--- config.mk ---
export PLATFORM = sky130hd
export DESIGN_NAME = modbus_level_monitor_responder_core
export DESIGN_NICKNAME = d
export VERILOG_FILES = /design/src/rtl/core/mlmr_pkg.sv /design/src/rtl/core/mlmr_datapath.sv /design/src/rtl/core/mlmr_ctrl.sv /design/src/rtl/core/modbus_level_monitor_responder_core.sv
export SDC_FILE = /design/constraint.sdc
export NUM_CORES = 1
export LEC_CHECK = 0
export BUFFER_PORTS_ARGS = -buffer_cell sky130_fd_sc_hd__buf_2
export CELL_PAD_IN_SITES_DETAIL_PLACEMENT = 0
export CELL_PAD_IN_SITES_GLOBAL_PLACEMENT = 2
export CORE_UTILIZATION = 35
export DETAILED_ROUTE_END_ITERATION = 8
export HOLD_SLACK_MARGIN = 0.1
export PLACE_DENSITY = 0.77
export SKIP_CTS_REPAIR_TIMING = 1
export SYNTH_ARGS = -nofsm -noshare
export SYNTH_HDL_FRONTEND = slang
export SYNTH_SLANG_ARGS = --single-unit
--- constraint.sdc ---
create_clock -name clk -period 4.2 [get_ports clk]
set_input_delay 0.63 -clock clk [delete_from_list [all_inputs] [get_ports clk]]
set_output_delay 0.63 -clock clk [all_outputs]
set_load 0.02 [all_outputs]
--- src/rtl/core/mlmr_pkg.sv ---
// Shared types, codes and CRC helpers for the level monitor / Modbus responder.
// No dependencies; imported by the controller, datapath and top level.
`timescale 1ns / 1ps
`default_nettype none

package mlmr_pkg;

  // input item modes
  localparam logic [1:0] MODE_SAMPLE    = 2'd0;
  localparam logic [1:0] MODE_BYTE      = 2'd1;
  localparam logic [1:0] MODE_FRAME_END = 2'd2;

  // result kinds
  localparam logic [1:0] KIND_REPORT = 2'd0;
  localparam logic [1:0] KIND_RESP   = 2'd1;
  localparam logic [1:0] KIND_REJECT = 2'd2;

  // configuration register indexes
  localparam logic [1:0] CFG_SLAVE_ADDR = 2'd0;
  localparam logic [1:0] CFG_THRESHOLD  = 2'd1;
  localparam logic [1:0] CFG_CONFIRM    = 2'd2;

  localparam logic [7:0] RST_SLAVE_ADDR = 8'd1;
  localparam logic [9:0] RST_THRESHOLD  = 10'd500;
  localparam logic [7:0] RST_CONFIRM    = 8'd10;

  localparam logic [15:0] CRC_INIT = 16'hFFFF;
  localparam logic [15:0] CRC_POLY = 16'hA001;

  localparam logic [3:0]  CHECK_BYTES = 4'd6;  // request bytes covered by its CRC
  localparam logic [3:0]  RESP_DATA   = 4'd7;  // response bytes before its CRC
  localparam logic [3:0]  RESP_LEN    = 4'd9;
  localparam logic [7:0]  BYTE_COUNT  = 8'd4;
  localparam logic [15:0] REQ_LEN     = 16'd2;

  // controller -> datapath
  typedef struct packed {
    logic       capture;   // latch the input beat
    logic       apply;     // apply the latched item to state
    logic       crc_init;
    logic       crc_step;
    logic       crc_resp;  // CRC byte source: 1 response byte, 0 frame buffer
    logic       load_out;
    logic [1:0] out_kind;
    logic       out_last;
    logic [3:0] idx;
  } mlmr_cmd_t;

  // datapath -> controller
  typedef struct packed {
    logic [1:0] mode;
    logic       frame_ok;
    logic       out_free;
  } mlmr_sts_t;

  function automatic logic [15:0] crc16_byte(input logic [15:0] crc_in,
                                             input logic [7:0] data);
    logic [15:0] c;
    c = crc_in ^ {8'd0, data};
    for (int b = 0; b < 8; b++) begin
      if (c[0]) c = (c >> 1) ^ CRC_POLY;
      else c = c >> 1;
    end
    return c;
  endfunction

  function automatic logic [7:0] resp_byte(input logic [2:0] idx,
                                           input logic [7:0] addr,
                                           input logic [7:0] func,
                                           input logic [7:0] flags,
                                           input logic [7:0] sw);
    logic [7:0] b;
    unique case (idx)
      3'd0:    b = addr;
      3'd1:    b = func;
      3'd2:    b = BYTE_COUNT;
      3'd4:    b = flags;
      3'd6:    b = sw;
      default: b = 8'd0;
    endcase
    return b;
  endfunction

endpackage

`default_nettype wire

--- src/rtl/core/mlmr_datapath.sv ---
// Datapath: config registers, confirm counters, flags, frame buffer, CRC and
// the output register. Depends on mlmr_pkg; driven by mlmr_ctrl commands.
`timescale 1ns / 1ps
`default_nettype none

module mlmr_datapath import mlmr_pkg::*; #(
  parameter int CHANNELS    = 8,
  parameter int FRAME_BYTES = 8
) (
  input  wire logic       clk,
  input  wire logic       rst_n,
  input  wire logic       cfg_we,
  input  wire logic [1:0] cfg_index,
  input  wire logic [9:0] cfg_wdata,
  input  wire logic [1:0] in_mode,
  input  wire logic [2:0] in_channel,
  input  wire logic [9:0] in_sample,
  input  wire logic [7:0] in_rx_byte,
  input  wire logic [7:0] in_switch_status,
  input  wire logic       out_stall,
  output logic            out_valid,
  output logic [1:0]      out_kind,
  output logic [7:0]      out_tx_byte,
  output logic [7:0]      out_level_flags,
  output logic            out_last,
  input  wire mlmr_cmd_t  cmd,
  output mlmr_sts_t       sts
);

  localparam int BW = (FRAME_BYTES > 1) ? $clog2(FRAME_BYTES) : 1;
  localparam int FW = $clog2(FRAME_BYTES + 1);

  logic [7:0] addr_r, confirm_r;
  logic [9:0] thresh_r;

  logic [1:0] mode_r;
  logic [2:0] chan_r;
  logic [9:0] sample_r;
  logic [7:0] rx_r, sw_r;

  logic [7:0] cnt_r [CHANNELS];
  logic [7:0] cnt_nxt [CHANNELS];
  logic [7:0] flags_r, flags_nxt;
  logic [7:0] buf_r [FRAME_BYTES];
  logic [FW-1:0] fill_r;
  logic [15:0] crc_r;

  logic       out_valid_r, out_last_r;
  logic [1:0] out_kind_r;
  logic [7:0] out_tx_r, out_flags_r;

  logic [7:0]  crc_src, rsp_b, tx_sel, cnt_inc;
  logic [BW-1:0] rd_idx;

  assign rd_idx = cmd.idx[BW-1:0];
  assign rsp_b  = resp_byte(cmd.idx[2:0], addr_r, buf_r[1], flags_r, sw_r);
  assign crc_src = cmd.crc_resp ? rsp_b : buf_r[rd_idx];

  always_comb begin
    if (cmd.out_kind != KIND_RESP) tx_sel = 8'd0;
    else if (cmd.idx < RESP_DATA) tx_sel = rsp_b;
    else if (cmd.idx == RESP_DATA) tx_sel = crc_r[7:0];
    else tx_sel = crc_r[15:8];
  end

  // sample update, only one channel matches
  always_comb begin
    flags_nxt = flags_r;
    cnt_inc   = 8'd0;
    for (int c = 0; c < CHANNELS; c++) begin
      cnt_nxt[c] = cnt_r[c];
      if (chan_r == 3'(c)) begin
        if (sample_r > thresh_r) begin
          cnt_inc = cnt_r[c] + 8'd1;
          if (cnt_inc > confirm_r) begin
            cnt_nxt[c]   = 8'd0;
            flags_nxt[c] = 1'b1;
          end else begin
            cnt_nxt[c] = cnt_inc;
          end
        end else begin
          cnt_nxt[c]   = 8'd0;
          flags_nxt[c] = 1'b0;
        end
      end
    end
  end

  assign sts.mode     = mode_r;
  assign sts.frame_ok = (buf_r[0] == addr_r) && ({buf_r[7], buf_r[6]} == crc_r) &&
                        ({buf_r[4], buf_r[5]} == REQ_LEN);
  assign sts.out_free = !out_valid_r || !out_stall;

  always_ff @(posedge clk) begin
    if (!rst_n) begin
      addr_r      <= RST_SLAVE_ADDR;
      thresh_r    <= RST_THRESHOLD;
      confirm_r   <= RST_CONFIRM;
      flags_r     <= 8'd0;
      fill_r      <= '0;
      out_valid_r <= 1'b0;
      for (int c = 0; c < CHANNELS; c++) cnt_r[c] <= 8'd0;
      for (int i = 0; i < FRAME_BYTES; i++) buf_r[i] <= 8'd0;
    end else begin
      if (cfg_we) begin
        unique case (cfg_index)
          CFG_SLAVE_ADDR: addr_r    <= cfg_wdata[7:0];
          CFG_THRESHOLD:  thresh_r  <= cfg_wdata;
          CFG_CONFIRM:    confirm_r <= cfg_wdata[7:0];
          default: ;
        endcase
      end
      if (cmd.apply) begin
        unique case (mode_r)
          MODE_SAMPLE: begin
            flags_r <= flags_nxt;
            for (int c = 0; c < CHANNELS; c++) cnt_r[c] <= cnt_nxt[c];
          end
          MODE_BYTE: begin
            if (fill_r < FW'(FRAME_BYTES)) begin
              buf_r[fill_r[BW-1:0]] <= rx_r;
              fill_r <= fill_r + FW'(1);
            end
          end
          MODE_FRAME_END: fill_r <= '0;
          default: ;
        endcase
      end
      if (cmd.load_out) out_valid_r <= 1'b1;
      else if (!out_stall) out_valid_r <= 1'b0;
    end
  end

  // payload, CRC and output data registers
  always_ff @(posedge clk) begin
    if (cmd.capture) begin
      mode_r   <= in_mode;
      chan_r   <= in_channel;
      sample_r <= in_sample;
      rx_r     <= in_rx_byte;
      sw_r     <= in_switch_status;
    end
    if (cmd.crc_init) crc_r <= CRC_INIT;
    else if (cmd.crc_step) crc_r <= crc16_byte(crc_r, crc_src);
    if (cmd.load_out) begin
      out_kind_r  <= cmd.out_kind;
      out_tx_r    <= tx_sel;
      out_flags_r <= flags_r;
      out_last_r  <= cmd.out_last;
    end
  end

  assign out_valid       = out_valid_r;
  assign out_kind        = out_kind_r;
  assign out_tx_byte     = out_tx_r;
  assign out_level_flags = out_flags_r;
  assign out_last        = out_last_r;

endmodule

`default_nettype wire

--- src/rtl/core/mlmr_ctrl.sv ---
// Controller: sequences sample/byte updates, frame CRC check and the response.
// Depends on mlmr_pkg; drives mlmr_datapath through mlmr_cmd_t.
`timescale 1ns / 1ps
`default_nettype none

module mlmr_ctrl import mlmr_pkg::*; (
  input  wire logic      clk,
  input  wire logic      rst_n,
  input  wire logic      in_valid,
  output logic           in_stall,
  input  wire mlmr_sts_t sts,
  output mlmr_cmd_t      cmd
);

  typedef enum logic [2:0] {
    S_IDLE, S_EXEC, S_CHK, S_DECIDE, S_RSP, S_SEND, S_EMIT
  } state_t;

  state_t     state_r, state_nxt;
  logic [3:0] idx_r, idx_nxt;

  // no beat is taken while reset is held
  assign in_stall = !rst_n || (state_r != S_IDLE);

  always_comb begin
    state_nxt    = state_r;
    idx_nxt      = idx_r;
    cmd          = '0;
    cmd.idx      = idx_r;
    unique case (state_r)
      S_IDLE: begin
        cmd.capture = in_valid;
        if (in_valid) state_nxt = S_EXEC;
      end
      S_EXEC: begin
        cmd.apply = 1'b1;
        if (sts.mode == MODE_FRAME_END) begin
          cmd.crc_init = 1'b1;
          idx_nxt      = 4'd0;
          state_nxt    = S_CHK;
        end else begin
          state_nxt = S_EMIT;
        end
      end
      S_CHK: begin
        cmd.crc_step = 1'b1;
        idx_nxt      = idx_r + 4'd1;
        if (idx_r == CHECK_BYTES - 4'd1) state_nxt = S_DECIDE;
      end
      S_DECIDE: begin
        if (sts.frame_ok) begin
          cmd.crc_init = 1'b1;
          idx_nxt      = 4'd0;
          state_nxt    = S_RSP;
        end else begin
          state_nxt = S_EMIT;
        end
      end
      S_RSP: begin
        cmd.crc_step = 1'b1;
        cmd.crc_resp = 1'b1;
        cmd.out_kind = KIND_RESP;
        if (idx_r == RESP_DATA - 4'd1) begin
          idx_nxt   = 4'd0;
          state_nxt = S_SEND;
        end else begin
          idx_nxt = idx_r + 4'd1;
        end
      end
      S_SEND: begin
        cmd.out_kind = KIND_RESP;
        cmd.out_last = (idx_r == RESP_LEN - 4'd1);
        if (sts.out_free) begin
          cmd.load_out = 1'b1;
          idx_nxt      = idx_r + 4'd1;
          if (cmd.out_last) state_nxt = S_IDLE;
        end
      end
      S_EMIT: begin
        cmd.out_kind = (sts.mode == MODE_FRAME_END) ? KIND_REJECT : KIND_REPORT;
        cmd.out_last = 1'b1;
        if (sts.out_free) begin
          cmd.load_out = 1'b1;
          state_nxt    = S_IDLE;
        end
      end
      default: state_nxt = S_IDLE;
    endcase
  end

  always_ff @(posedge clk) begin
    if (!rst_n) begin
      state_r <= S_IDLE;
      idx_r   <= 4'd0;
    end else begin
      state_r <= state_nxt;
      idx_r   <= idx_nxt;
    end
  end

endmodule

`default_nettype wire

--- src/rtl/core/modbus_level_monitor_responder_core.sv ---
// Eight-channel level monitor with a Modbus RTU read responder.
// Input beats carry a mode: ADC sample (channel, sample), received serial byte,
// or end of frame (with the switch status byte for the reply). A sample updates
// the channel's confirm counter and flag; a byte fills the frame buffer.
// Results: a status report per sample, byte or other non-frame-end beat; at
// frame end nine response bytes (kind 1, last on the ninth) or a single reject.
// Timing: one item in flight at a time. A sample or byte beat is captured, then
// applied in the execute state and loaded into the output register by the emit
// state, which waits while the output is held; then the next beat is taken.
// A frame end walks the six request bytes through the CRC one byte per cycle;
// if the frame is accepted, the response CRC over seven bytes follows, then the
// nine bytes are emitted one per cycle while the output is not held.
// The output register holds a finished result while the next beat is accepted.
// Out_stall holds the output beat and, once a further result is ready, the
// controller waits; in_stall is high while an item is being worked.
// Reset (rst_n low, synchronous) restores config to address 1, threshold 500,
// confirm count 10, and clears counters, flags and frame buffer. Config writes
// (cfg_we) act on the next edge; the user must make them while idle, unchecked.
`timescale 1ns / 1ps
`default_nettype none

module modbus_level_monitor_responder_core import mlmr_pkg::*; #(
  parameter int CHANNELS    = 8,
  parameter int FRAME_BYTES = 8
) (
  input  wire logic       clk,
  input  wire logic       rst_n,
  input  wire logic       cfg_we,
  input  wire logic [1:0] cfg_index,
  input  wire logic [9:0] cfg_wdata,
  input  wire logic       in_valid,
  output logic            in_stall,
  input  wire logic [1:0] in_mode,
  input  wire logic [2:0] in_channel,
  input  wire logic [9:0] in_sample,
  input  wire logic [7:0] in_rx_byte,
  input  wire logic [7:0] in_switch_status,
  output logic            out_valid,
  input  wire logic       out_stall,
  output logic [1:0]      out_kind,
  output logic [7:0]      out_tx_byte,
  output logic [7:0]      out_level_flags,
  output logic            out_last
);

  mlmr_cmd_t cmd;
  mlmr_sts_t sts;

  mlmr_ctrl u_ctrl (
    .clk      (clk),
    .rst_n    (rst_n),
    .in_valid (in_valid),
    .in_stall (in_stall),
    .sts      (sts),
    .cmd      (cmd)
  );

  mlmr_datapath #(
    .CHANNELS    (CHANNELS),
    .FRAME_BYTES (FRAME_BYTES)
  ) u_dp (
    .clk              (clk),
    .rst_n            (rst_n),
    .cfg_we           (cfg_we),
    .cfg_index        (cfg_index),
    .cfg_wdata        (cfg_wdata),
    .in_mode          (in_mode),
    .in_channel       (in_channel),
    .in_sample        (in_sample),
    .in_rx_byte       (in_rx_byte),
    .in_switch_status (in_switch_status),
    .out_stall        (out_stall),
    .out_valid        (out_valid),
    .out_kind         (out_kind),
    .out_tx_byte      (out_tx_byte),
    .out_level_flags  (out_level_flags),
    .out_last         (out_last),
    .cmd              (cmd),
    .sts              (sts)
  );

  // an accepted beat keeps the input side busy for at least the next cycle
  a_busy_after_accept: assert property (@(posedge clk) disable iff (!rst_n)
    (in_valid && !in_stall) |=> in_stall)
    else $error("input accepted again right after a beat");

  // a pending stalled result is never overwritten
  a_no_overwrite: assert property (@(posedge clk) disable iff (!rst_n)
    cmd.load_out |-> (!out_valid || !out_stall))
    else $error("output register loaded while held");

  // reports and rejects are single-beat results
  a_single_last: assert property (@(posedge clk) disable iff (!rst_n)
    (out_valid && out_kind != KIND_RESP) |-> out_last)
    else $error("single result without last");

  // CRC stepping and output loading never overlap
  a_crc_vs_load: assert property (@(posedge clk) disable iff (!rst_n)
    cmd.crc_step |-> !cmd.load_out)
    else $error("CRC step during output load");

endmodule

`default_nettype wire

* Word level (Yosys, flattened, before mapping)
Memories as Yosys holds them, arrays and structs flattened. A register that Yosys moved wholly into a read port is not among the register bits.
Index checks and enable logic that the tools add are counted.
** Cells by class
- Reduce and logical (&&, ||, !) cells :: 33
- Add/subtract/negate cells :: 10
- Mux-type cells :: 119
- Magnitude comparators :: 11
- Eq/ne operators :: 47
- Bitwise gates (word level) :: 17
** Operators by type and width (number)
- $mux 16 :: 22
- $mux 8 :: 36
- $add 8x1->8 const B :: 8
- $gt 8x8->1 :: 8
- $pmux 8 s5 :: 1
- $mux 1 :: 37
- $reduce_and 4->1 :: 9
- $mux 3 :: 10
- $eq 3x3->1 const B :: 9
- $ne 2x1->1 const B :: 13
- $not 2->3 :: 8
- $pmux 3 s7 :: 1
- $mux 4 :: 5
- $pmux 4 s5 :: 1
- $eq 16x16->1 :: 1
- $eq 16x2->1 const B :: 1
- $xor 16x8->16 :: 1
- $eq 3x2->1 const B :: 5
- $eq 4x3->1 const B :: 3
- $ne 2x2->1 const B :: 6
- $gt 10x10->1 :: 1
- $eq 3x1->1 const B :: 3
- $logic_not 3->1 :: 3
- $add 4x1->4 const B :: 2
- other kinds (23) :: 43
** Storage, ports and cells
- Flip-flop bits (word level) :: 112
- Memories kept :: 2
- Output and inout bits :: 21
- Memory bits (writable) :: 128
** Memories
- u_dp.buf_r :: words 8, bits a word 8, read ports 7, clocked after memory_dff 1, write ports 8, line mlmr_datapath.sv:44 : logic [7:0] buf_r [FRAME_BYTES];
- u_dp.cnt_r :: words 8, bits a word 8, read ports 8, clocked after memory_dff 0, write ports 8, line mlmr_datapath.sv:41 : logic [7:0] cnt_r [CHANNELS];

* Logic depth before layout (Yosys ltp)
- Word-level depth :: 34
- Depth in mapped cells :: 13

* Modules after synthesis
Synthesis repeated with hierarchy kept, for this count alone.
** Unflattened totals
- Cell total of the unflattened synthesis :: 1180
- Area, all modules :: 13395.3 sq um
** By module, submodules not included
- mlmr_datapath :: area an instance 12742.2 sq um, times used 1, cells each 1093
- mlmr_ctrl :: area an instance 653.1 sq um, times used 1, cells each 87

* Least setup slack after synthesis
Ideal clock, no wire load.
- Path kind :: input-to-reg
- Start point :: input in_valid
- End point :: register u_dp.chan_r[0] (enable)
- Data arrival time :: 3104 ps
- Cell stages on the path :: 2
- Library setup time :: 464 ps
- Slack :: 632 ps
- Path through :: nor2b_1 -> nor3b_1
** RTL lines
- start, declared :: line modbus_level_monitor_responder_core.sv:31 : input wire logic in_valid,
- end signal, assigned :: line mlmr_datapath.sv:138 : chan_r <= in_channel;
- end, declared :: line mlmr_datapath.sv:37 : logic [2:0] chan_r;

* Worst setup path after layout
- Start point :: register u_ctrl.idx_r[0]
- End point :: register u_dp.crc_r[0]
** Between the ends
- Word-level cells in the longest chain between the ends :: 27
- Elaborated cells on any way between the ends :: 37
- Classes of those cells :: eq/ne (4); mux (24); bitwise (8); reduce/logical (1)
** Ends and longest elaborated chain
- start, declared :: line mlmr_ctrl.sv:20 : logic [3:0] idx_r, idx_nxt;
- start signal, assigned :: line mlmr_ctrl.sv:97 : idx_r <= idx_nxt;
- $eq 3x3->1 (tied with other cells) :: line mlmr_pkg.sv:73 : unique case (idx)
- $pmux 8 s5 (*) :: line mlmr_pkg.sv:73
- $mux 8 (*) :: line mlmr_datapath.sv:57 : assign crc_src = cmd.crc_resp ? rsp_b : buf_r[rd_idx];
- $xor 16x8->16 (*) :: line mlmr_pkg.sv:59 : c = crc_in ^ {8'd0, data};
- $mux 16 (*) :: line mlmr_pkg.sv:61 : if (c[0]) c = (c >> 1) ^ CRC_POLY;
- $mux 16 (*) :: line mlmr_datapath.sv:144 : else if (cmd.crc_step) crc_r <= crc16_byte(crc_r, crc_src);
- $mux 16 (*) :: line mlmr_datapath.sv:143 : if (cmd.crc_init) crc_r <= CRC_INIT;
- $mux 16 (*) :: line mlmr_pkg.sv:61
- (+11 left out)
- $mux 16 (*) :: line mlmr_pkg.sv:61
- $mux 16 (*) :: line mlmr_datapath.sv:144
- $mux 16 (*) :: line mlmr_datapath.sv:143
- $not 2->3 (no line) or $mux 16 (tied branches)
- $mux 16 (*) :: line mlmr_pkg.sv:61
- $mux 16 (*) :: line mlmr_datapath.sv:144
- $mux 16 (*) :: line mlmr_datapath.sv:143
- $mux 16 (*) :: line mlmr_pkg.sv:61
- end signal, assigned :: line mlmr_datapath.sv:144
- end, declared :: line mlmr_datapath.sv:46 : logic [15:0] crc_r;
Every way passes the cells marked *; elsewhere a longest branch is shown, timed or not. The select of a mux whose other input is x is not followed.
A chain may end at the register's enable or synchronous reset.

==> results.toml <==
[logic_synthesis]
async_reset_ff_share_pct = 0
ys_seq_elements = 243
yosysUniqueCellTypes = 57
yosysSeqAreaShare_pct = 50.8
synth.net_count = 1297
synthFlopType = "edfxtp_1"
postSynthCellCount = 1162
synth_warnings = 0
synth_edf_count = 178
synth_area_per_cell_um2 = 11.3
synth_area_mm2 = 0.0131

[finish]
diodes = 0
areaGrowthSynthToFinish_pct = 14.5
final_util_pct = 40.9
final_nets = 1384
drive_gt1_share_pct = 13.1

[sta]
worstMarginPinSlew_ns = 1.00
holdWs_ns = 0.244
relSlewSlack_pct = 32.5
hold_viol_final = 0
period_share_pct = 75.0
fin_crit_ns = 3.15
timing.final.max_slew_violations = 0
fmax_mhz = 318
final-setup-viol-count = 0
tns_ns = 0
clock_skew_ns = 0.0107
rsz0062_at_grt = "false"

[setup_path]
slowest_delay_ns = 0.54
crit_chain = "inv_1, ha_1, a221oi_1, a211oi_2, a41oi_1, xnor2_1, xor2_2, xnor3_2, xnor3_1, o211ai_2"
critical_path_class = "reg2reg"
worstPathMaxFanout = 16
cp.required_ns = 4.61
crit_family = "XOR/XNOR gates"
critPathArrivalTime_ns = 3.56
critPathLaunchType = "register"
slowest_stage = "a221oi_1"
critPathCaptureType = "register"
worst-path-buf-inv = 1

[clock_tree]
root_buffer = "clkbuf_16"
numCtsBuffers = 28
h-tree-depth = 1
cts_tree = "yes"
path_clk_slew_ns = 0.06
clock-sinks = 243
clock_path_buffers = 3
clock_latency_ns = 0.56

[floorplanning]
dieWidth_um = 195
core_mm2 = 0.0367
placementRows = 70
start_util_pct = 35.7
dieArea_mm2 = 0.0382
io_pins = 69
die_h_um = 195

[run]
drv_cap = 0

[detailed_routing]
viasPerCell = 5.12
postRouteAntennaNets = 0
wl_per_cell_um = 19.0
drt_iter0_drc = 567
drt_pre_antenna_iters = 5
totalWireLength_um = 33000
drc = 0
via_count = 8911

[place]
dpl.hpwl_um = 24300
gp_congestion = 0.846
place.port_buffers = 68

[hold_path]
hold_path.class = "in2reg"

[global_routing]
grt_usage_pct = 17.6
grt_pass1_wl_um = 51800
grt_start_max_net_pins = 27
grt_pass1_vias = 8743
grt_remaining_overflow = 0
antenna_found_initial = 0

[status]
status = "complete, no violations"

[power_and_ir_drop]
vdd_ir_drop_max_uv = 446
p_per_area_mw_per_mm2 = 544
p_leak_nw = 6.06
## sequential cells by signal (all words and copies together), names as in the netlist, named ones only
name and cells:
u_dp.out_kind 2, u_dp.out_last 1, u_dp.fill_r 4, u_dp.out_level_flags 8, u_dp.buf_r 64, u_dp.out_tx_byte 8
u_dp.sw_r 8, u_dp.crc_r 16, u_dp.sample_r 10, u_dp.confirm_r 8, u_ctrl.state_r 3, u_dp.mode_r 2
u_dp.out_valid 1, u_ctrl.idx_r 4, u_dp.cnt_r 64, u_dp.rx_r 8, u_dp.addr_r 8, u_dp.chan_r 3
u_dp.flags_r 8, u_dp.thresh_r 10
## synthesized netlist by cell type, types with 3 or more instances
cell type,number,area [µm²]
xnor2_1,39,342
mux2i_1,37,370
nor3_1,16,80.1
nor2_1,55,206
o211ai_1,16,120
and3_1,42,263
xor2_2,3,48.8
ha_1,87,1090
a41oi_1,4,35.0
a221oi_1,9,78.8
a22oi_1,15,113
o31ai_1,6,45.0
and2_1,66,413
buf_2,5,25.0
nor4_1,13,81.3
nand2_1,96,360
nand2b_1,12,75.1
nand3b_1,7,52.6
mux4_1,4,105
mux4_2,8,180
nor2b_1,56,350
nand4_1,12,75.1
inv_1,42,158
o21ai_0,36,180
buf_6,3,33.8
xor2_1,51,447
nand3_1,42,210
a21o_1,16,120
edfxtp_1,178,5350
o21ai_1,3,15.0
dfxtp_1,65,1300
a21boi_0,7,52.6
buf_1,3,11.3
clkbuf_1,29,109
a21oi_1,37,185
o21a_1,11,82.6
mux2_2,3,33.8
a211oi_1,4,30.0
## power breakdown
group          total, mW  switching (mW)  internal, mW
registers           3.29           0.374          2.92
clock network       2.45            1.00          1.45
logic               2.42            1.31          1.10
## final cells by class
class                           count  area, µm²
Multi-Input combinational cell    837       6130
Fill cell                        3476      21700
Inverter                           42        158
Timing Repair Buffer               97        558
Sequential cell                   243       6650
Clock inverter                     14        118
Clock buffer                       38        801
Tap cell                          468        586
## metrics by stage
stage	setup WS [ns]	area (µm²)	total power, mW	std cells
after floorplan	0.632	13100	5.10	1162
after global placement	1.13	14100	5.73	1687
after detailed placement	1.09	14100	5.75	1687
after CTS	1.05	15000	8.23	1739
after global routing	0.856	15000	8.59	1739
final	1.05	15000	8.16	1739
## per-layer routing
metal / vias to the layer above / track usage (%) / part of all wire, %
met3: 35 / 2.56 / 5.2
met1: 4240 / 26.4 / 51
li1: 4403 / - / -
met4: 0 / 4.90 / 2.0
met2: 233 / 26.1 / 42
met5: - / 0 / 0
## path summary, 6_finish.rpt
check | from | end | slack [ns] | depth (start not counted)
worst max-delay path | u_ctrl.idx_r[0]$_SDFFE_PN0P_ | u_dp.crc_r[0]$_SDFFE_PP1P_ | 1.05 | 10
worst min-delay path | in_rx_byte[3] | u_dp.rx_r[3]$_DFFE_PP_ | 0.24 | 1
worst max register to register | u_ctrl.idx_r[0]$_SDFFE_PN0P_ | u_dp.crc_r[0]$_SDFFE_PP1P_ | 1.05 | 10
worst min register to register | u_dp.thresh_r[9]$_SDFFE_PN0P_ | u_dp.thresh_r[9]$_SDFFE_PN0P_ | 0.47 | 2
## cell usage in the layout, fill, tap and decap left out, types with 36 or more instances in the layout
cell and n:
and3_1 42, buf_2 68, xor2_1 51, dfxtp_1 65
edfxtp_1 178, and2_1 66, nand2_1 96, inv_1 42
nand3_1 42, nor2_1 55, xnor2_1 39, mux2i_1 37
a21oi_1 36, ha_1 87, o21ai_0 36, nor2b_1 56
## logic make-up (layout without fill, tap and decap cells)
logic type,count (synthesis),in the layout,synth area share (%)
AOI/OAI and AO/OA,174,174,8.76
adders and majority gates,87,87,8.31
muxes,55,55,5.72
DFF,243,243,50.8
xor gates and xnor gates,95,95,6.75
and+or+nand+nor,426,426,17.1
buffers and inverters,82,191,2.57
(Power assumes the default switching activity.)
